<file path="config.mk">
export PLATFORM = sky130hd
export DESIGN_NAME = line_and_wall_follow_steering_core_flat
export DESIGN_NICKNAME = d
export VERILOG_FILES = /design/src/design/lwf_pkg.sv /design/src/design/lwf_intf.sv /design/src/design/lwf_serdiv.sv /design/src/design/line_and_wall_follow_steering_core.sv /design/src/flat_wrapper.sv
export SDC_FILE = /design/constraint.sdc
export NUM_CORES = 1
export LEC_CHECK = 0
export ABC_AREA = 0
export CORE_MARGIN = 4
export CORE_UTILIZATION = 25
export CTS_BUF_LIST = sky130_fd_sc_hd__clkbuf_2 sky130_fd_sc_hd__clkbuf_4 sky130_fd_sc_hd__clkbuf_8
export DETAILED_ROUTE_END_ITERATION = 12
export DONT_BUFFER_PORTS = 1
export HOLD_SLACK_MARGIN = 0.1
export SYNTH_ARGS = -nofsm -noshare
export SYNTH_HDL_FRONTEND = slang
export SYNTH_HIERARCHICAL = 1
export SYNTH_SLANG_ARGS = --single-unit
</file>
<file path="constraint.sdc">
create_clock -name clk_i -period 25.8 [get_ports clk_i]
set_input_delay 1.29 -clock clk_i [delete_from_list [all_inputs] [get_ports clk_i]]
set_output_delay 1.29 -clock clk_i [all_outputs]
set_load 0.1 [all_outputs]
</file>
<file path="src/design/lwf_pkg.sv">
// ----------------------------------------------------------------------------
// Line and wall follow steering package
// Shared types, register indexes and the speed table.
// ----------------------------------------------------------------------------
`default_nettype none
package lwf_pkg;

  localparam int CfgIdxW  = 3;
  localparam int CfgDataW = 12;
  localparam int GainW    = 12;

  typedef enum logic [1:0] {
    MODE_LINE  = 2'd0,
    MODE_SHARP = 2'd1,
    MODE_WALL  = 2'd2,
    MODE_HOLD  = 2'd3
  } lwf_mode_e;

  typedef enum logic [CfgIdxW-1:0] {
    REG_LINE_KP    = 3'd0,
    REG_LINE_KD    = 3'd1,
    REG_WALL_KP    = 3'd2,
    REG_WALL_KD    = 3'd3,
    REG_LINE_SPEED = 3'd4,
    REG_WALL_SPEED = 3'd5,
    REG_SHARP_THR  = 3'd6,
    REG_WALL_LIMIT = 3'd7
  } lwf_reg_e;

  // Base speed table in Q8, 33 points over the 10-bit center level.
  function automatic logic signed [12:0] speed_rom(input logic [5:0] idx);
    logic signed [12:0] r;
    case (idx)
      6'd0:  r = -13'sd980;
      6'd1:  r = -13'sd930;
      6'd2:  r = -13'sd878;
      6'd3:  r = -13'sd823;
      6'd4:  r = -13'sd765;
      6'd5:  r = -13'sd705;
      6'd6:  r = -13'sd643;
      6'd7:  r = -13'sd577;
      6'd8:  r = -13'sd508;
      6'd9:  r = -13'sd436;
      6'd10: r = -13'sd361;
      6'd11: r = -13'sd282;
      6'd12: r = -13'sd199;
      6'd13: r = -13'sd113;
      6'd14: r = -13'sd22;
      6'd15: r = 13'sd73;
      6'd16: r = 13'sd172;
      6'd17: r = 13'sd276;
      6'd18: r = 13'sd384;
      6'd19: r = 13'sd498;
      6'd20: r = 13'sd617;
      6'd21: r = 13'sd742;
      6'd22: r = 13'sd872;
      6'd23: r = 13'sd1009;
      6'd24: r = 13'sd1152;
      6'd25: r = 13'sd1302;
      6'd26: r = 13'sd1458;
      6'd27: r = 13'sd1622;
      6'd28: r = 13'sd1794;
      6'd29: r = 13'sd1974;
      6'd30: r = 13'sd2162;
      6'd31: r = 13'sd2359;
      6'd32: r = 13'sd2565;
      default: r = 13'sd0;
    endcase
    return r;
  endfunction

endpackage
`default_nettype wire

</file>
<file path="src/design/lwf_intf.sv">
// ----------------------------------------------------------------------------
// Line and wall follow steering channels
// Valid/ready channels for sensor items, drive items and register writes.
// ----------------------------------------------------------------------------
`default_nettype none
interface lwf_in_if #(parameter int LEVEL_BITS = 10);
  logic                  valid;
  logic                  ready;
  logic [LEVEL_BITS-1:0] left_level;
  logic [LEVEL_BITS-1:0] center_level;
  logic [LEVEL_BITS-1:0] right_level;
  logic [5:0]            left_distance;
  logic [5:0]            center_distance;
  logic [5:0]            right_distance;
  modport source (output valid, left_level, center_level, right_level,
                  left_distance, center_distance, right_distance, input ready);
  modport sink (input valid, left_level, center_level, right_level,
                left_distance, center_distance, right_distance, output ready);
endinterface

interface lwf_out_if;
  logic              valid;
  logic              ready;
  logic signed [8:0] left_drive;
  logic signed [8:0] right_drive;
  logic [1:0]        steer_mode;
  modport source (output valid, left_drive, right_drive, steer_mode, input ready);
  modport sink (input valid, left_drive, right_drive, steer_mode, output ready);
endinterface

interface lwf_cfg_if;
  logic        valid;
  logic        ready;
  logic [2:0]  index;
  logic [11:0] data;
  modport source (output valid, index, data, input ready);
  modport sink (input valid, index, data, output ready);
endinterface
`default_nettype wire

</file>
<file path="src/design/lwf_serdiv.sv">
// ----------------------------------------------------------------------------
// Line and wall follow serial divider
// Restoring unsigned divider producing one quotient bit per cycle.
// ----------------------------------------------------------------------------
`default_nettype none
module lwf_serdiv #(
  parameter int NUM_W = 17,
  parameter int DEN_W = 12
) (
  input  logic             clk_i,
  input  logic             rst_ni,
  input  logic             start_i,
  input  logic [NUM_W-1:0] num_i,
  input  logic [DEN_W-1:0] den_i,
  output logic             done_o,
  output logic [NUM_W-1:0] quot_o
);
  localparam int CntW = $clog2(NUM_W + 1);

  logic [NUM_W-1:0] num_q;
  logic [DEN_W-1:0] den_q, rem_q;
  logic [CntW-1:0]  cnt_q;
  logic             busy_q, done_q;
  logic [DEN_W:0]   trial;
  logic             fits;

  assign trial = {rem_q, num_q[NUM_W-1]};
  assign fits  = trial >= {1'b0, den_q};

  always_ff @(posedge clk_i or negedge rst_ni) begin
    if (!rst_ni) begin
      busy_q <= 1'b0;
      done_q <= 1'b0;
      cnt_q  <= '0;
    end else begin
      done_q <= 1'b0;
      if (start_i) begin
        busy_q <= 1'b1;
        cnt_q  <= CntW'(NUM_W);
      end else if (busy_q) begin
        cnt_q <= cnt_q - 1'b1;
        if (cnt_q == CntW'(1)) begin
          busy_q <= 1'b0;
          done_q <= 1'b1;
        end
      end
    end
  end

  always_ff @(posedge clk_i) begin
    if (start_i) begin
      num_q <= num_i;
      den_q <= den_i;
      rem_q <= '0;
    end else if (busy_q) begin
      num_q <= {num_q[NUM_W-2:0], fits};
      rem_q <= fits ? DEN_W'(trial - {1'b0, den_q}) : trial[DEN_W-1:0];
    end
  end

  assign done_o = done_q;
  assign quot_o = num_q;
endmodule
`default_nettype wire

</file>
<file path="src/design/line_and_wall_follow_steering_core.sv">
// ----------------------------------------------------------------------------
// Line and wall follow steering core
// PD steering from line sensors or wall distances, one item at a time.
// Line follow runs the serial divider, a handoff when it is done, the
// shift-add multiply steps and a finish state; wall follow runs the multiply
// steps and the finish; sharp turn and hold go straight to the finish and keep
// the held drives. A new item can be taken while the output item is presented,
// and the finish waits while the previous output item stalls.
// Reset restores default registers, clears the error history and the held drives.
// ----------------------------------------------------------------------------
`default_nettype none
module line_and_wall_follow_steering_core #(
  parameter int LEVEL_BITS   = 10,
  parameter int MAX_DISTANCE = 50
) (
  input  logic   clk_i,
  input  logic   rst_ni,
  lwf_cfg_if.sink  cfg_i,
  lwf_in_if.sink   in_i,
  lwf_out_if.source out_o
);
  import lwf_pkg::*;

  localparam int SumW = LEVEL_BITS + 2;
  localparam int NumW = LEVEL_BITS + 7;
  localparam int AccW = 24;
  localparam int W    = 26;

  typedef enum logic [3:0] {
    ST_IDLE = 4'b0001,
    ST_DIV  = 4'b0010,
    ST_MUL  = 4'b0100,
    ST_FIN  = 4'b1000
  } state_e;

  state_e state_q;

  logic [GainW-1:0] line_kp_q, line_kd_q, wall_kp_q, wall_kd_q;
  logic [5:0]       line_speed_q;
  logic [7:0]       wall_speed_q, wall_limit_q;
  logic [9:0]       sharp_thr_q;

  logic signed [7:0] line_prev_q, line_e_q;
  logic signed [6:0] wall_prev_q, wall_e_q;
  logic              neg_q;
  lwf_mode_e         mode_q;
  logic signed [12:0] spd_q;
  logic [17:0]        base_q;

  logic signed [AccW-1:0] acc_q, a_q, b_q;
  logic [GainW-1:0]       ga_q, gb_q;
  logic [3:0]             cnt_q;

  logic              out_valid_q;
  logic signed [8:0] left_q, right_q;
  lwf_mode_e         out_mode_q;

  logic in_acc, out_free;
  assign cfg_i.ready = 1'b1;
  assign in_i.ready  = (state_q == ST_IDLE);
  assign in_acc      = in_i.valid && in_i.ready;
  assign out_free    = !out_valid_q || out_o.ready;

  // Accept-time decode.
  logic [SumW-1:0]         sum;
  logic [LEVEL_BITS-1:0]   mag;
  logic [NumW-1:0]         num;
  logic                    sharp, nothing, lr_neg;
  logic [11:0]             vl12, vc12, vr12, thr12;
  logic signed [6:0]       we;
  logic signed [7:0]       wde;
  logic [7:0]              max8;

  assign sum   = SumW'(in_i.left_level) + SumW'(in_i.center_level)
               + SumW'(in_i.right_level);
  assign lr_neg = in_i.left_level > in_i.right_level;
  assign mag   = lr_neg ? (in_i.left_level - in_i.right_level)
                        : (in_i.right_level - in_i.left_level);
  assign num   = (NumW'(mag) << 6) + (NumW'(mag) << 5) + (NumW'(mag) << 2);
  assign vl12  = 12'(in_i.left_level);
  assign vc12  = 12'(in_i.center_level);
  assign vr12  = 12'(in_i.right_level);
  assign thr12 = {2'b00, sharp_thr_q};
  assign sharp = (vc12 > thr12) && ((vr12 > thr12) || (vl12 > thr12));
  assign max8  = 8'(MAX_DISTANCE);
  assign nothing = ({2'b00, in_i.left_distance} == max8)
                && ({2'b00, in_i.center_distance} == max8)
                && ({2'b00, in_i.right_distance} == max8);
  assign we    = $signed({1'b0, in_i.left_distance}) - $signed({1'b0, in_i.right_distance});
  assign wde   = 8'(we) - 8'(wall_prev_q);

  // Speed table lookup with interpolation.
  logic [9:0] c10;
  generate
    if (LEVEL_BITS >= 10) begin : g_scale_dn
      assign c10 = in_i.center_level[LEVEL_BITS-1 -: 10];
    end else begin : g_scale_up
      assign c10 = {in_i.center_level, (10-LEVEL_BITS)'(0)};
    end
  endgenerate

  logic signed [12:0] r0, r1, rdiff, spd_d;
  logic [12:0]        prod;
  assign r0    = speed_rom({1'b0, c10[9:5]});
  assign r1    = speed_rom({1'b0, c10[9:5]} + 6'd1);
  assign rdiff = r1 - r0;
  assign prod  = 13'(rdiff[7:0]) * 13'(c10[4:0]);
  assign spd_d = r0 + $signed({5'b00000, prod[12:5]});

  // Divider.
  logic            div_done;
  logic [NumW-1:0] quot;
  lwf_serdiv #(.NUM_W(NumW), .DEN_W(SumW)) u_div (
    .clk_i   (clk_i),
    .rst_ni  (rst_ni),
    .start_i (in_acc && (sum != '0) && !sharp),
    .num_i   (num),
    .den_i   (sum),
    .done_o  (div_done),
    .quot_o  (quot)
  );

  logic signed [7:0]  le;
  logic signed [8:0]  lde;
  logic [11:0]        spd_pos;
  assign le      = neg_q ? -$signed({1'b0, quot[6:0]}) : $signed({1'b0, quot[6:0]});
  assign lde     = 9'(le) - 9'(line_prev_q);
  assign spd_pos = 12'(spd_q + 13'sd1024);

  function automatic logic signed [W-1:0] trunc8(input logic signed [W-1:0] v);
    logic signed [W-1:0] m;
    m = v[W-1] ? -v : v;
    m = m >>> 8;
    return v[W-1] ? -m : m;
  endfunction

  function automatic logic signed [8:0] sat9(input logic signed [W-1:0] v);
    logic signed [8:0] r;
    if (v > W'(255)) r = 9'sd255;
    else if (v < -W'(255)) r = -9'sd255;
    else r = v[8:0];
    return r;
  endfunction

  logic signed [W-1:0] acc_w, corr, base_w, l_line, r_line;
  logic signed [W-1:0] lim, sp, cl, l_wall, r_wall;
  assign acc_w  = W'(acc_q);
  assign corr   = trunc8(acc_w);
  assign base_w = $signed({8'b0, base_q});
  assign l_line = trunc8(base_w - (corr <<< 8));
  assign r_line = trunc8(base_w + (corr <<< 8));
  assign lim    = $signed({10'b0, wall_limit_q, 8'b0});
  assign sp     = $signed({10'b0, wall_speed_q, 8'b0});
  assign cl     = (acc_w > lim) ? lim : ((acc_w < -lim) ? -lim : acc_w);
  assign l_wall = trunc8(sp + cl);
  assign r_wall = trunc8(sp - cl);

  always_ff @(posedge clk_i or negedge rst_ni) begin
    if (!rst_ni) begin
      line_kp_q    <= 12'd768;
      line_kd_q    <= 12'd205;
      wall_kp_q    <= 12'd1024;
      wall_kd_q    <= 12'd256;
      line_speed_q <= 6'd10;
      wall_speed_q <= 8'd40;
      sharp_thr_q  <= 10'd970;
      wall_limit_q <= 8'd40;
    end else if (cfg_i.valid) begin
      unique case (lwf_reg_e'(cfg_i.index))
        REG_LINE_KP:    line_kp_q    <= cfg_i.data;
        REG_LINE_KD:    line_kd_q    <= cfg_i.data;
        REG_WALL_KP:    wall_kp_q    <= cfg_i.data;
        REG_WALL_KD:    wall_kd_q    <= cfg_i.data;
        REG_LINE_SPEED: line_speed_q <= cfg_i.data[5:0];
        REG_WALL_SPEED: wall_speed_q <= cfg_i.data[7:0];
        REG_SHARP_THR:  sharp_thr_q  <= cfg_i.data[9:0];
        REG_WALL_LIMIT: wall_limit_q <= cfg_i.data[7:0];
        default: ;
      endcase
    end
  end

  always_ff @(posedge clk_i or negedge rst_ni) begin
    if (!rst_ni) begin
      state_q     <= ST_IDLE;
      line_prev_q <= '0;
      wall_prev_q <= '0;
      out_valid_q <= 1'b0;
      left_q      <= '0;
      right_q     <= '0;
      out_mode_q  <= MODE_LINE;
    end else begin
      if (out_valid_q && out_o.ready && (state_q != ST_FIN)) out_valid_q <= 1'b0;
      unique case (state_q)
        ST_IDLE: begin
          if (in_acc) begin
            if (sum != '0) begin
              state_q <= sharp ? ST_FIN : ST_DIV;
            end else if (!nothing) begin
              state_q <= ST_MUL;
            end else begin
              state_q <= ST_FIN;
            end
          end
        end
        ST_DIV: begin
          if (div_done) state_q <= ST_MUL;
        end
        ST_MUL: begin
          if (cnt_q == 4'd11) state_q <= ST_FIN;
        end
        ST_FIN: begin
          if (out_free) begin
            state_q     <= ST_IDLE;
            out_valid_q <= 1'b1;
            out_mode_q  <= mode_q;
            if (mode_q == MODE_LINE) begin
              line_prev_q <= line_e_q;
              left_q      <= sat9(l_line);
              right_q     <= sat9(r_line);
            end else if (mode_q == MODE_WALL) begin
              wall_prev_q <= wall_e_q;
              left_q      <= sat9(l_wall);
              right_q     <= sat9(r_wall);
            end
          end
        end
        default: state_q <= ST_IDLE;
      endcase
    end
  end

  always_ff @(posedge clk_i) begin
    if (in_acc) begin
      neg_q    <= lr_neg;
      spd_q    <= spd_d;
      wall_e_q <= we;
      acc_q    <= '0;
      cnt_q    <= '0;
      a_q      <= AccW'(we);
      b_q      <= AccW'(wde);
      ga_q     <= wall_kp_q;
      gb_q     <= wall_kd_q;
      if (sum != '0) mode_q <= sharp ? MODE_SHARP : MODE_LINE;
      else mode_q <= nothing ? MODE_HOLD : MODE_WALL;
    end else if (state_q == ST_DIV && div_done) begin
      line_e_q <= le;
      base_q   <= 18'(line_speed_q) * 18'(spd_pos);
      a_q      <= AccW'(le);
      b_q      <= AccW'(lde);
      ga_q     <= line_kp_q;
      gb_q     <= line_kd_q;
    end else if (state_q == ST_MUL) begin
      acc_q <= acc_q + (ga_q[0] ? a_q : '0) + (gb_q[0] ? b_q : '0);
      a_q   <= a_q <<< 1;
      b_q   <= b_q <<< 1;
      ga_q  <= ga_q >> 1;
      gb_q  <= gb_q >> 1;
      cnt_q <= cnt_q + 4'd1;
    end
  end

  assign out_o.valid       = out_valid_q;
  assign out_o.left_drive  = left_q;
  assign out_o.right_drive = right_q;
  assign out_o.steer_mode  = out_mode_q;
endmodule
`default_nettype wire

</file>
<file path="src/flat_wrapper.sv">
// flat-port wrapper written by rule: the top's interface ports become plain ports
module line_and_wall_follow_steering_core_flat import lwf_pkg::*;
#(
  parameter int LEVEL_BITS   = 10,
  parameter int MAX_DISTANCE = 50
)
  (clk_i, rst_ni, cfg_i_valid, cfg_i_index, cfg_i_data, cfg_i_ready, in_i_valid, in_i_left_level, in_i_center_level, in_i_right_level, in_i_left_distance, in_i_center_distance, in_i_right_distance, in_i_ready, out_o_valid, out_o_left_drive, out_o_right_drive, out_o_steer_mode, out_o_ready);
  lwf_cfg_if cfg_i_i ();
  lwf_in_if #(.LEVEL_BITS(LEVEL_BITS)) in_i_i ();
  lwf_out_if out_o_i ();
  input  logic clk_i;
  input  logic rst_ni;
  input wire logic [$bits(cfg_i_i.valid)-1:0] cfg_i_valid;
  input wire logic [$bits(cfg_i_i.index)-1:0] cfg_i_index;
  input wire logic [$bits(cfg_i_i.data)-1:0] cfg_i_data;
  output wire logic [$bits(cfg_i_i.ready)-1:0] cfg_i_ready;
  input wire logic [$bits(in_i_i.valid)-1:0] in_i_valid;
  input wire logic [$bits(in_i_i.left_level)-1:0] in_i_left_level;
  input wire logic [$bits(in_i_i.center_level)-1:0] in_i_center_level;
  input wire logic [$bits(in_i_i.right_level)-1:0] in_i_right_level;
  input wire logic [$bits(in_i_i.left_distance)-1:0] in_i_left_distance;
  input wire logic [$bits(in_i_i.center_distance)-1:0] in_i_center_distance;
  input wire logic [$bits(in_i_i.right_distance)-1:0] in_i_right_distance;
  output wire logic [$bits(in_i_i.ready)-1:0] in_i_ready;
  output wire logic [$bits(out_o_i.valid)-1:0] out_o_valid;
  output wire logic [$bits(out_o_i.left_drive)-1:0] out_o_left_drive;
  output wire logic [$bits(out_o_i.right_drive)-1:0] out_o_right_drive;
  output wire logic [$bits(out_o_i.steer_mode)-1:0] out_o_steer_mode;
  input wire logic [$bits(out_o_i.ready)-1:0] out_o_ready;
  assign cfg_i_i.valid = cfg_i_valid;
  assign cfg_i_i.index = cfg_i_index;
  assign cfg_i_i.data = cfg_i_data;
  assign cfg_i_ready = cfg_i_i.ready;
  assign in_i_i.valid = in_i_valid;
  assign in_i_i.left_level = in_i_left_level;
  assign in_i_i.center_level = in_i_center_level;
  assign in_i_i.right_level = in_i_right_level;
  assign in_i_i.left_distance = in_i_left_distance;
  assign in_i_i.center_distance = in_i_center_distance;
  assign in_i_i.right_distance = in_i_right_distance;
  assign in_i_ready = in_i_i.ready;
  assign out_o_valid = out_o_i.valid;
  assign out_o_left_drive = out_o_i.left_drive;
  assign out_o_right_drive = out_o_i.right_drive;
  assign out_o_steer_mode = out_o_i.steer_mode;
  assign out_o_i.ready = out_o_ready;
  line_and_wall_follow_steering_core #(.LEVEL_BITS(LEVEL_BITS), .MAX_DISTANCE(MAX_DISTANCE)) u_core (.clk_i(clk_i), .rst_ni(rst_ni), .cfg_i(cfg_i_i), .in_i(in_i_i), .out_o(out_o_i));
endmodule
</file>
# [Word level (Yosys, flattened, before mapping)]
# Memory sizes are Yosys's and may differ from the RTL's.
# Index checks and enable logic that the tools add are counted.
[word_totals] output_inout_bits=23 regBits=316 elab_cells=210 memories=2 rom_bits=1248 in_bits=68
[mem_list] name="(no name shown)" words=64 word_bits=13 rd=1 rd_ports_with_merged_regs=0 wr=0 line="lwf_pkg.sv:33" text="case (idx)"
[mem_list] name="(no name shown)" words=32 word_bits=13 rd=1 rd_ports_with_merged_regs=0 wr=0 line="lwf_pkg.sv:33"
[classes] magnitude_cmp=15 reduce_logical=34 addsub=34 n_eq_ne=22 mul=2 n_mux=65 bitwise_logic=3
[ops] op="two-way mux 26 bit" count=11
[ops] op="two-way mux 24 bit" count=8
[ops] op="two-way mux 9 bit" count=12
[ops] op="greater-than comparator 26 x 9 -> 1 bit (second input constant)" count=4
[ops] op="less-than comparator 26 x 9 -> 1 bit (second input constant)" count=4
[ops] op="negator 18 -> 26 bit" count=4
[ops] op="negator 26 bit" count=4
[ops] op="two-way mux 12 bit" count=7
[ops] op="adder 24 bit" count=2
[ops] op="greater-than comparator 10 bit" count=4
[ops] op="two-way mux 17 bit" count=2
[ops] op="two-way mux 4 bit" count=7
[ops] op="adder 17 x 26 -> 26 bit" count=1
[ops] op="adder 19 x 26 -> 26 bit" count=1
[ops] op="less-than comparator 24 x 26 -> 1 bit" count=1
[ops] op="negator 16 -> 26 bit" count=1
[ops] op="negator 24 -> 26 bit" count=1
[ops] op="subtractor 17 x 26 -> 26 bit" count=1
[ops] op="subtractor 19 x 26 -> 26 bit" count=1
[ops] op="greater-than comparator 24 x 17 -> 1 bit" count=1
[ops] op="AND reduction 2 bit" count=11
[ops] op="subtractor 10 bit" count=2
[ops] op="== test 6 bit (second input constant)" count=3
[ops] op="multiplier 6 x 12 -> 18 bit" count=1
[ops] op="other kinds (48)" count=81

# [Depth between registers and ports, before layout]
# Gate-level depths: netlist (run 1).
[logic_depth] depth_word=14 ltp_mapped=45 mapped_depth_nobuf=38

# [Modules after synthesis]
# The synthesis (run 1) kept the hierarchy.
[modules_own_cells] mod="line_and_wall_follow_steering_core" n_inst=1 seq_area_each_um2=7194.4 cells_each=3391 area_each_um2=29334.4
[modules_own_cells] mod="lwf_serdiv" n_inst=1 seq_area_each_um2=1286.2 cells_each=223 area_each_um2=2657.5

# [Worst setup path after synthesis (run 1)]
# OpenSTA, ideal clock, no wires.
[synth_timing] kind="reg2reg" startpoint="register u_core.wall_limit_q[0]" endpoint="register u_core.right_q[2], in the netlist u_core/out_o.right_drive[2]" path_buffers=6 setup_ps=124 arrival_ps=9013 period_less_slack_ps=9137 path_slack_ps=16663 stages_incl_launch_ff=42 t_required_ps=25676 path_cell_list="dfrtp_1 -> inv_1 -> ha_1 -> nor3b_1 -> nand3_1 -> inv_1 -> ha_1 -> nand4_1 -> or4_1 -> a22oi_1 -> o21ai_1 -> buf_2 -> nand2_1 -> clkbuf_1 -> buf_1 -> a21oi_1 -> o21a_1 -> ha_1 -> [... 6 more ...] -> o32ai_1 -> or4_4 -> and2_1 -> buf_6 -> clkbuf_1 -> nor2_1 -> xnor2_1 -> inv_1 -> ha_1 -> or4_1 -> a21oi_1 -> xnor2_1 -> or4_1 -> nor4_2 -> nor4_2 -> nor2_1 -> nor2_1 -> o221a_1"
[synth_via] elab_chain_cells=14 word_cells_on_any_way=16 classes_between="add/sub (4); order compare (4); mux (8)"
[synth_lines] item="start, declared" line="line_and_wall_follow_steering_core.sv:40" text="logic [7:0] wall_speed_q, wall_limit_q;"
[synth_lines] item="start signal, assigned" line="line_and_wall_follow_steering_core.sv:177" text="REG_WALL_LIMIT: wall_limit_q <= cfg_i.data[7:0];"
[synth_lines] item="negator 16 -> 26 bit" line="line_and_wall_follow_steering_core.sv:154" text="assign cl = (acc_w > lim) ? lim : ((acc_w < -lim) ? -lim : acc_w);"
[synth_lines] item="less-than comparator 24 x 26 -> 1 bit" line="line_and_wall_follow_steering_core.sv:154"
[synth_lines] item="two-way mux 26 bit" line="line_and_wall_follow_steering_core.sv:154"
[synth_lines] item="two-way mux 26 bit *" line="line_and_wall_follow_steering_core.sv:154"
[synth_lines] item="subtractor 17 x 26 -> 26 bit *" line="line_and_wall_follow_steering_core.sv:156" text="assign r_wall = trunc8(sp - cl);"
[synth_lines] item="negator 26 bit" line="line_and_wall_follow_steering_core.sv:132" text="m = v[W-1] ? -v : v;"
[synth_lines] item="two-way mux 26 bit" line="line_and_wall_follow_steering_core.sv:132"
[synth_lines] item="negator 18 -> 26 bit" line="line_and_wall_follow_steering_core.sv:134" text="return v[W-1] ? -m : m;"
[synth_lines] item="two-way mux 26 bit *" line="line_and_wall_follow_steering_core.sv:134"
[synth_lines] item="less-than comparator 26 x 9 -> 1 bit" line="line_and_wall_follow_steering_core.sv:140" text="else if (v < -W'(255)) r = -9'sd255;"
[synth_lines] item="two-way mux 9 bit" line="line_and_wall_follow_steering_core.sv:140"
[synth_lines] item="two-way mux 9 bit *" line="line_and_wall_follow_steering_core.sv:139" text="if (v > W'(255)) r = 9'sd255;"
[synth_lines] item="two-way mux 9 bit *" line="line_and_wall_follow_steering_core.sv:221" text="end else if (mode_q == MODE_WALL) begin"
[synth_lines] item="two-way mux 9 bit *" line="line_and_wall_follow_steering_core.sv:217" text="if (mode_q == MODE_LINE) begin"
[synth_lines] item="end signal, assigned" line="line_and_wall_follow_steering_core.sv:220" text="right_q <= sat9(r_line);"
[synth_lines] item="end signal, assigned" line="line_and_wall_follow_steering_core.sv:224" text="right_q <= sat9(r_wall);"
[synth_lines] item="end, declared" line="line_and_wall_follow_steering_core.sv:55" text="logic signed [8:0] left_q, right_q;"
# Every way passes the cells marked *; elsewhere a longest branch is shown, timed or not. The select of a mux whose other input is x is not followed.
# A chain may end at the register's enable or synchronous reset.

# [Worst setup path after layout (run 1)]
[layout_timing] startpoint="register u_core.wall_limit_q[0]" endpoint="register u_core.left_q[6], in the netlist u_core/out_o.left_drive[6]"
[layout_via] elab_chain_cells=14 word_cells_on_any_way=16 classes_between="add/sub (4); order compare (4); mux (8)"
[layout_lines] item="negator 16 -> 26 bit" line="line_and_wall_follow_steering_core.sv:154"
[layout_lines] item="less-than comparator 24 x 26 -> 1 bit" line="line_and_wall_follow_steering_core.sv:154"
[layout_lines] item="two-way mux 26 bit" line="line_and_wall_follow_steering_core.sv:154"
[layout_lines] item="two-way mux 26 bit *" line="line_and_wall_follow_steering_core.sv:154"
[layout_lines] item="adder 17 x 26 -> 26 bit *" line="line_and_wall_follow_steering_core.sv:155" text="assign l_wall = trunc8(sp + cl);"
[layout_lines] item="negator 26 bit" line="line_and_wall_follow_steering_core.sv:132"
[layout_lines] item="two-way mux 26 bit" line="line_and_wall_follow_steering_core.sv:132"
[layout_lines] item="negator 18 -> 26 bit" line="line_and_wall_follow_steering_core.sv:134"
[layout_lines] item="two-way mux 26 bit *" line="line_and_wall_follow_steering_core.sv:134"
[layout_lines] item="less-than comparator 26 x 9 -> 1 bit" line="line_and_wall_follow_steering_core.sv:140"
[layout_lines] item="two-way mux 9 bit" line="line_and_wall_follow_steering_core.sv:140"
[layout_lines] item="two-way mux 9 bit *" line="line_and_wall_follow_steering_core.sv:139"
[layout_lines] item="two-way mux 9 bit *" line="line_and_wall_follow_steering_core.sv:221"
[layout_lines] item="two-way mux 9 bit *" line="line_and_wall_follow_steering_core.sv:217"
[layout_lines] item="end signal, assigned" line="line_and_wall_follow_steering_core.sv:219" text="left_q <= sat9(l_line);"
[layout_lines] item="end signal, assigned" line="line_and_wall_follow_steering_core.sv:223" text="left_q <= sat9(l_wall);"
[layout_lines] item="end, declared" line="line_and_wall_follow_steering_core.sv:55"
# Marked as above.

==> results.json, run 1 <==
{
  "outcome": "finished clean",
  "synth_area_per_cell_sq_um": 8.852,
  "yosysTopAreaCell": "edfxtp_1",
  "syn_area_sq_mm": 0.03199,
  "rsz0062_at_grt": "no",
  "hold_class": "input pin to async pin",
  "seqPwrFrac": 0.244,
  "core_sq_mm": 0.1264,
  "antenna_found_initial": 2,
  "drive_gt1_frac": 0.1051,
  "finalNetCount": 4009,
  "grt_usage": 0.1296,
  "ys_types": 137,
  "final-setup-viol-count": 0,
  "start_util": 0.2531,
  "synth_enable_flop_cells": 149,
  "synth_flop_cell": "edfxtp_1",
  "synth_top_area_share": 0.1399,
  "tns_ps": 0,
  "leakage_nw": 14.51,
  "totalWireLength_microns": 89480,
  "postCtsResizedCells": 0,
  "cp-start-kind": "flip-flop",
  "r2r_slack_ps": 14680,
  "drc_errors": 0,
  "finalHoldViolations": 0,
  "fin_worst_skew_ps": 36.29,
  "via_per_inst": 5.062,
  "num_rows": 130,
  "synth_common_cells": "nand2_1 (348), inv_1 (304), ha_1 (273), nor2_1 (230), a21oi_1 (222)",
  "pwr-share-comb": 0.639,
  "num_antenna_cells": 0,
  "numCtsBuffers": 56,
  "clock-sinks": 316,
  "p_switching_w": 0.002031,
  "clk_pin_slew_ps": 60,
  "syn_inst": 3614,
  "critPathMaxStageDelay_ps": 780,
  "die-area_sq_mm": 0.1338,
  "clk_path_buf_depth": 3,
  "worst_ep_arrival_time_ps": 11710,
  "slew_viol_final": 0,
  "ir_worst_vdd_uv": 80.65,
  "dp_hpwl_microns": 69120,
  "grt_pass1_vias": 25518,
  "cp_max_fo": 27,
  "clock_latency_ps": 690,
  "reg2reg_to": "u_core/out_o.left_drive[6]$_DFFE_PN0P_",
  "required_ps": 26390,
  "max_freq_mhz": 89.92,
  "die_w_microns": 365.7,
  "drt_iter0_markers": 2060,
  "yosys-top-cells-area": "edfxtp_1 (14%), ha_1 (11%), dfrtp_1 (8.2%)",
  "end_kind": "flip-flop",
  "p_int_w": 0.002239,
  "multi_input_area_sq_mm": 0.02183,
  "port_buffers": 0,
  "synth.most_common_cell": "nand2_1",
  "slew_headroom": 0.2245,
  "worst-slew-pin-transition_ps": 1134,
  "fin_crit_ps": 11120,
  "power.total_w": 0.004270,
  "r2r_cells": 36,
  "pin_count": 91,
  "postCtsSetupBuffers": 0,
  "nFillCells": 13329,
  "p_sw_frac": 0.4757,
  "antenna_left": 0,
  "ys_seq_area_frac": 0.2651,
  "firstDrtPassIters": 5,
  "clkPwrFrac": 0.117,
  "htreeDepth": 2,
  "cts_tree": "done",
  "root_buffer": "clkbuf_8",
  "async_reset_ff_frac": 0.4019,
  "crit_type": "flip-flop to flip-flop",
  "gp_congestion": 0.9139,
  "grt_pass1_wl_microns": 143300,
  "reg2reg_from": "u_core/wall_limit_q[0]$_DFFE_PN0P_",
  "ys_seq_elements": 316,
  "powerDensity_mw_per_mm2": 122.2,
  "area_growth_syn_to_layout_pct": 9.242,
  "dieHeight_microns": 365.7,
  "postCtsHoldBufs": 0,
  "crit_slowest_cell": "nand2_1",
  "overflow": 0,
  "wire_per_inst_microns": 17.03,
  "vias": 26603,
  "regArea_sq_mm": 0.008481,
  "max-cap-violations": 0,
  "grt_start_max_net_pins": 128,
  "yosys_warnings": 6,
  "fin_crit_sh": 0.4310
}
## worst max-delay path, delay by kind of cell (launching register included)
family                   cells  cell delay (ps)
XOR/XNOR                     2              500
flip-flops                   1              420
AO/OA/AOI/OAI               17             4500
AND/OR/NAND/NOR             11             3710
buffers and inverters        2              480
adder cells (fa/ha/maj)      4             1380
## layout make-up
class / count / area share
well taps: 1650 / 0.05907
clock inverters: 23 / 0.005513
repair buffers: 21 / 0.005084
flip-flops and latches: 316 / 0.2427
multi-input cells: 2853 / 0.6246
inverters: 309 / 0.03322
clock buffers: 83 / 0.02982
## how the worst max path moves through the flow
stage,start,cells after the start,endpoint
3_3_place_gp,u_core/wall_limit_q[0]$_DFFE_PN0P_,37,u_core/out_o.left_drive[6]$_DFFE_PN0P_
4_1_cts,u_core/wall_limit_q[0]$_DFFE_PN0P_,37,u_core/out_o.left_drive[3]$_DFFE_PN0P_
3_5_place_dp,u_core/wall_limit_q[0]$_DFFE_PN0P_,37,u_core/out_o.left_drive[3]$_DFFE_PN0P_
5_1_grt,u_core/wall_limit_q[0]$_DFFE_PN0P_,36,u_core/out_o.left_drive[3]$_DFFE_PN0P_
6_report,u_core/wall_limit_q[0]$_DFFE_PN0P_,36,u_core/out_o.left_drive[6]$_DFFE_PN0P_
2_1_floorplan,u_core/wall_limit_q[0]$_DFFE_PN0P_,41,u_core/out_o.right_drive[2]$_DFFE_PN0P_
## cell families after synthesis
group	after synthesis	share of synthesized area
multiplexers	144	0.05041
other	2	0.0002347
flip-flops	316	0.2651
XOR/XNOR	260	0.07220
AO/OA/AOI/OAI	898	0.1965
buffers and inverters	446	0.05456
AND/OR/NAND/NOR	1164	0.1848
adder cells (fa/ha/maj)	384	0.1762
## layout by cell type, fill, tap and decap left out, drive strengths merged, types with 34 or more instances in the layout
cell,Yosys,layout
nand2,350,350
inv,306,306
ha,273,273
nor2,233,233
a21oi,227,227
xnor2,184,184
o21ai,157,157
edfxtp,149,149
mux2,118,118
fa,111,111
dfrtp,105,105
a21o,99,99
and2,90,90
nor3,88,88
nand3,86,86
clkbuf,100,83
xor2,75,75
nand4,62,62
dfxtp,40,40
nand2b,39,39
nor4,39,39
a22oi,38,38
a211oi,37,37
a31oi,34,34
## per-layer routing
layer	track usage	share of wire	up-vias
met5	0	0	-
li1	-	-	12913
met3	0.02684	0.074	119
met1	0.1808	0.46	12764
met2	0.2040	0.44	807
met4	0.03249	0.023	0
## power by group through the flow
| stage | Clock [W] | Combinational, W | Sequential [W] |
|---|---|---|---|
| floorplan | 0 | 0.00221 | 0.000992 |
| global placement | 0 | 0.00267 | 0.00105 |
| global route | 0.000543 | 0.00310 | 0.00106 |
| detailed placement | 0 | 0.00272 | 0.00105 |
| finish | 0.000500 | 0.00273 | 0.00104 |
| CTS | 0.000521 | 0.00273 | 0.00104 |
## per-stage QoR
| step | setup slack, ps | cell area, sq um | util | instances | hold WS (ps) |
|---|---|---|---|---|---|
| after global placement | 15260 | 33710 | 0.2667 | 5149 | 431.6 |
| after global routing | 13520 | 34950 | 0.2765 | 5255 | 278.1 |
| after CTS | 14900 | 34940 | 0.2765 | 5255 | 266.2 |
| after detailed placement | 14970 | 33710 | 0.2667 | 5149 | 439.3 |
| after floorplan | 16660 | 32000 | - | 3615 | 426.0 |
| final | 14680 | 34950 | 0.2765 | 5255 | 340.1 |
## registers in the layout, summed over array words and instances, names as in the netlist, 9 cells and up
signal,flops
u_core/b_q,24
u_core/a_q,24
u_core/base_q,18
u_core/wall_kd_q,12
u_core/spd_q,12
u_core/gb_q,12
u_core/line_kp_q,12
u_core/u_div/quot_o,17
u_core/wall_kp_q,12
u_core/u_div/rem_q,12
u_core/u_div/den_q,12
u_core/ga_q,12
u_core/out_o.right_drive,9
u_core/sharp_thr_q,10
u_core/acc_q,24
u_core/out_o.left_drive,9
u_core/line_kd_q,12
No activity file was read; power rests on OpenSTA's default activity.
==> inputs of run 2 (changes only) <==
Clock period 25.8 ns to 10.5 ns, I/O delays scaled along.
==> run 2 against run 1 <==
Effect of this change:
- global-route usage increased by 0.11 points
- critical endpoint is now u_core/out_o.right_drive[5]$_DFFE_PN0P_
- sequential cell count unchanged
- highest routed layer is now met5
- worst setup slack got worse by 14000 ps
- sequential power increased by 150%
- first-iteration DRC count increased by 0.92%
- clock skew increased by 42 ps
- worst hold slack got worse by 130 ps
- combinational power increased by 150%
- critical path depth decreased by 3
==> results.json, run 2 (synthesis gave the netlist of run 1 again) <==
{
  "outcome": "finished clean",
  "dp_hpwl_microns": 69600,
  "placed_area_sq_mm": 0.03378,
  "drc_errors": 0,
  "dp.cells": 5159,
  "finalWorstSetupSlack_ps": 940.3,
  "gp_congestion": 0.9153,
  "core_sq_mm": 0.1264,
  "vias": 26757,
  "antenna_found_initial": 8,
  "critPathMaxStageDelay_ps": 720,
  "grt_pass1_vias": 25616,
  "num_rows": 130,
  "drive_gt1_frac": 0.1066,
  "cts_tree": "done",
  "crit_slowest_cell": "or4b_2",
  "dieHeight_microns": 365.7,
  "clk_path_buf_depth": 3,
  "crit_start": "u_core/wall_limit_q[0]$_DFFE_PN0P_",
  "start_util": 0.2531,
  "reg_top3": "u_core/a_q x24, u_core/acc_q x24, u_core/b_q x24",
  "slew_headroom": 0.1248,
  "max-cap-violations": 0,
  "final-setup-viol-count": 0,
  "port_buffers": 0,
  "via_per_inst": 5.065,
  "required_ps": 11060,
  "nFillCells": 13377,
  "finalNonFillerCells": 5283,
  "mostFrequentLayoutCell": "nand2_1",
  "rsz0062_at_grt": "no",
  "grt_pass1_wl_microns": 144500,
  "end_kind": "flip-flop",
  "min_from": "in_i_valid",
  "die_w_microns": 365.7,
  "die-area_sq_mm": 0.1338,
  "slew_viol_final": 0,
  "hold_class": "input pin to flip-flop",
  "area_growth_syn_to_layout_pct": 10.04,
  "drt_iter0_markers": 2079,
  "fin_worst_skew_ps": 78.16,
  "antenna_left": 0,
  "grt_start_max_net_pins": 128,
  "layout_common_cells": "nand2_1 (346), inv_1 (304), ha_1 (272)",
  "fin_crit_sh": 0.9105,
  "tns_ps": 0,
  "crit_type": "flip-flop to flip-flop",
  "pin_count": 91,
  "max_freq_mhz": 104.6,
  "wire_per_inst_microns": 17.15,
  "root_buffer": "clkbuf_8",
  "cp-start-kind": "flip-flop",
  "holdWs_ps": 206.8,
  "clock-sinks": 316,
  "ir_worst_vdd_uv": 194.8,
  "overflow": 0,
  "htreeDepth": 2,
  "clock_latency_ps": 710,
  "finalHoldViolations": 0,
  "numCtsBuffers": 55,
  "firstDrtPassIters": 6,
  "clk_pin_slew_ps": 100,
  "grt_usage": 0.1307,
  "fin_crit_ps": 9560,
  "cp_max_fo": 15,
  "reg2reg_from": "u_core/wall_limit_q[0]$_DFFE_PN0P_",
  "worst_ep_arrival_time_ps": 10120,
  "finalNetCount": 4034,
  "stdcell_area_sq_mm": 0.03520,
  "worst-slew-pin-transition_ps": 1301,
  "totalWireLength_microns": 90600,
  "powerDensity_mw_per_mm2": 298.9,
  "leakage_nw": 14.60,
  "pre_cts_ws_ps": 637.6
}
-- run 2: changes by cell type in the layout (fill, tap and decap cells not counted), sizes merged --
| cell | change |
|---|---|
| dlygate4sd3 | +15 |
| buf | +11 |
| clkinv | -4 |
| diode | +4 |
| clkinvlp | +1 |
| inv | +1 |
-- run 2: through the flow --
step / utilization / power (W)
after CTS: 0.2784 / 0.01060
after detailed placement: 0.2673 / 0.009277
after global routing: 0.2785 / 0.01158
after global placement: 0.2673 / 0.009155
final: 0.2785 / 0.01052
after floorplan: - / 0.007870
-- run 2: timing repair --
item / 4_1_cts / 5_1_grt
setup endpoints to repair: 0 / 16
gates resized for setup: 0 / 4
setup buffers: 0 / 0
hold endpoints to repair: 208 / 0
hold buffers: 16 / 0
-- run 2: per-layer routing --
metal | up-vias | wire, microns | global-route usage
met2 | 737 | 40170 | 0.2078
met1 | 12926 | 43030 | 0.1857
met3 | 131 | 5322 | 0.02004
met5 | - | 41 | 0
li1 | 12957 | - | -
met4 | 6 | 2029 | 0.03057
-- run 2: cell type report --
cell class,instances,area [sq um],area share
multi-input cells,2853,21830,0.6202
flip-flops and latches,316,8481,0.2409
well taps,1650,2064,0.05864
inverters,309,1161,0.03298
clock buffers,83,1042,0.02961
repair buffers,47,430.4,0.01223
clock inverters,21,180.2,0.005118
diodes,4,10.01,0.0002843
-- run 2: power by group --
part / internal, W / total, W / switching [W]
clock: 0.000672 / 0.00124 / 0.000563
sequential: 0.00196 / 0.00257 / 0.000604
combinational: 0.00288 / 0.00672 / 0.00384
total: 0.00551 / 0.0105 / 0.00501
-- run 2: worst paths after layout --
kind	to	slack, ps	cells after the start
max	u_core/out_o.right_drive[5]$_DFFE_PN0P_	940	33
min	u_core/state_q[3]$_DFFE_PN0P_	210	3
max reg2reg	u_core/out_o.right_drive[5]$_DFFE_PN0P_	940	33
min reg2reg	u_core/line_prev_q[3]$_DFFE_PN0P_	460	2
max in group asynchronous	u_core/wall_speed_q[4]$_DFFE_PN0P_	9290	2
min in group asynchronous	u_core/out_o.right_drive[0]$_DFFE_PN0P_	390	2
-- run 2: critical path: cells and delay by family (launching register included) --
family                   cells  cell delay (ps)
buffers and inverters        4              850
flip-flops                   1              430
AND/OR/NAND/NOR             16             5160
XOR/XNOR                     1              230
AO/OA/AOI/OAI                9             2160
adder cells (fa/ha/maj)      3              580
==> inputs of run 3 (changes only) <==
Settings changed: PLACE_DENSITY set to 0.4, SKIP_CTS_REPAIR_TIMING set to 1.
==> run 3 against run 2 <==
Effect of this change:
- worst setup slack got worse by 250 ps
- power grew 1.7%
- combinational power is 1% higher
- worst hold slack got worse by 42 ps
- count of clock-buffer cells in the layout is 12 higher
- global-route usage grew 1.4 points
- maximum frequency fell by 2.6%
==> results.json, run 3 (synthesis gave the netlist of run 1 again) <==
{
  "outcome": "finished clean",
  "cp_max_fo": 20,
  "drive_gt1_frac": 0.1133,
  "numCtsBuffers": 60,
  "drt_iter0_markers": 1570,
  "htreeDepth": 2,
  "via_per_inst": 4.958,
  "max_freq_mhz": 101.9,
  "die_w_microns": 365.7,
  "powerDensity_mw_per_mm2": 301.3,
  "slew_headroom": 0.3152,
  "clock-sinks": 316,
  "area_growth_syn_to_layout_pct": 11.03,
  "pin_count": 91,
  "required_ps": 11090,
  "num_rows": 130,
  "worst_ep_arrival_time_ps": 10400,
  "slew_viol_final": 0,
  "wire_per_inst_microns": 18.71,
  "critPathMaxStageDelay_ps": 700,
  "final-setup-viol-count": 0,
  "worst-slew-pin-transition_ps": 1027,
  "grt_pass1_vias": 26125,
  "finalHoldViolations": 0,
  "vias": 26360,
  "placed_area_sq_mm": 0.03393,
  "grt_usage": 0.1445,
  "nFillCells": 13455,
  "fin_crit_sh": 0.9347,
  "gp_congestion": 0.8802,
  "clock_latency_ps": 710,
  "reg_top3": "u_core/a_q x24, u_core/acc_q x24, u_core/b_q x24",
  "fin_worst_skew_ps": 39.81,
  "dp_hpwl_microns": 77220,
  "cpLargestDelayFamily": "simple AND/OR/NAND/NOR gates",
  "clk_path_buf_depth": 3,
  "max-cap-violations": 0,
  "die-area_sq_mm": 0.1338,
  "hold_class": "input pin to flip-flop",
  "crit_slowest_cell": "or4b_2",
  "core_sq_mm": 0.1264,
  "grt_start_max_net_pins": 128,
  "antenna_left": 0,
  "firstDrtPassIters": 5,
  "crit_type": "flip-flop to flip-flop",
  "port_buffers": 0,
  "finalNetCount": 4063,
  "grt_pass1_wl_microns": 156500,
  "leakage_nw": 14.80,
  "antenna_found_initial": 11,
  "layout_common_cells": "nand2_1 (347), inv_1 (304), ha_1 (273)",
  "crit_buf_inv": 4,
  "cts_tree": "done",
  "fin_crit_ps": 9814,
  "end_kind": "flip-flop",
  "totalWireLength_microns": 99480,
  "ir_worst_vdd_uv": 140.9,
  "cp-start-kind": "flip-flop",
  "mostFrequentLayoutCell": "nand2_1",
  "root_buffer": "clkbuf_8",
  "power.total_w": 0.01070,
  "clk_pin_slew_ps": 60,
  "start_util": 0.2531,
  "dieHeight_microns": 365.7,
  "tns_ps": 0,
  "overflow": 0,
  "stdcell_area_sq_mm": 0.03552,
  "rsz0062_at_grt": "no",
  "drc_errors": 0
}
## run 3: changes by cell type in the layout (fill, tap and decap cells not counted), moves of 2 or more
cell	delta
buf_4	+19
bufinv_16	+2
clkbuf_4	+13
clkinv_1	-2
dlygate4sd3_1	+5
inv_12	-2
## run 3: metrics by stage
stage	utilization	setup WS, ps	hold slack (ps)	instances
finish	0.2810	685.6	164.9	5317
global route	0.2810	5.916	106.6	5316
CTS	0.2790	516.9	-578.3	5292
detailed placement	0.2684	532.4	238.7	5178
global placement	0.2684	660.2	239.5	5178
floorplan	-	1363	229.4	3615
## run 3: routing by layer
metal	vias to the layer above	track usage	part of all wire
met1	12710	0.1977	0.48
met3	123	0.02129	0.041
met2	504	0.2400	0.46
met4	4	0.03303	0.022
li1	13019	-	-
met5	-	0	0.00014
## run 3: worst register-to-register path: cells and delay by family (launching register included)
| kind | cells | cell delay, ps |
|---|---|---|
| and+or+nand+nor | 15 | 4780 |
| AOI/OAI and AO/OA | 11 | 2630 |
| buffers and inverters | 4 | 1000 |
| adders and majority gates | 3 | 560 |
| DFF | 1 | 440 |
| muxes | 1 | 290 |
## run 3: power by group
group | internal (W) | total, W | switching (W)
logic | 0.00289 | 0.00682 | 0.00393
registers | 0.00196 | 0.00254 | 0.000582
clock network | 0.000760 | 0.00134 | 0.000578
## run 3: worst paths after layout
check	to	cells past startpoint	startpoint	slack [ps]
setup reg to reg	u_core/out_o.right_drive[2]$_DFFE_PN0P_	34	u_core/wall_limit_q[0]$_DFFE_PN0P_	690
hold reg to reg	u_core/line_prev_q[1]$_DFFE_PN0P_	2	u_core/line_e_q[1]$_DFFE_PP_	440
max in group asynchronous	u_core/out_o.right_drive[0]$_DFFE_PN0P_	2	rst_ni	9350
setup / recovery	u_core/out_o.right_drive[2]$_DFFE_PN0P_	34	u_core/wall_limit_q[0]$_DFFE_PN0P_	690
min in group asynchronous	u_core/u_div/cnt_q[4]$_DFFE_PN0P_	2	rst_ni	380
hold / removal	u_core/spd_q[10]$_DFFE_PP_	2	in_i_center_level[9]	160
## run 3: final cells by class
| class | count | area, sq um | area share |
|---|---|---|---|
| clock buffers | 95 | 1126 | 0.03170 |
| well taps | 1650 | 2064 | 0.05812 |
| flip-flops and latches | 316 | 8481 | 0.2388 |
| diodes | 4 | 10.01 | 0.0002818 |
| multi-input cells | 2853 | 21840 | 0.6150 |
| clock inverters | 19 | 209.0 | 0.005883 |
| repair buffers | 71 | 623.1 | 0.01754 |
| inverters | 309 | 1161 | 0.03269 |
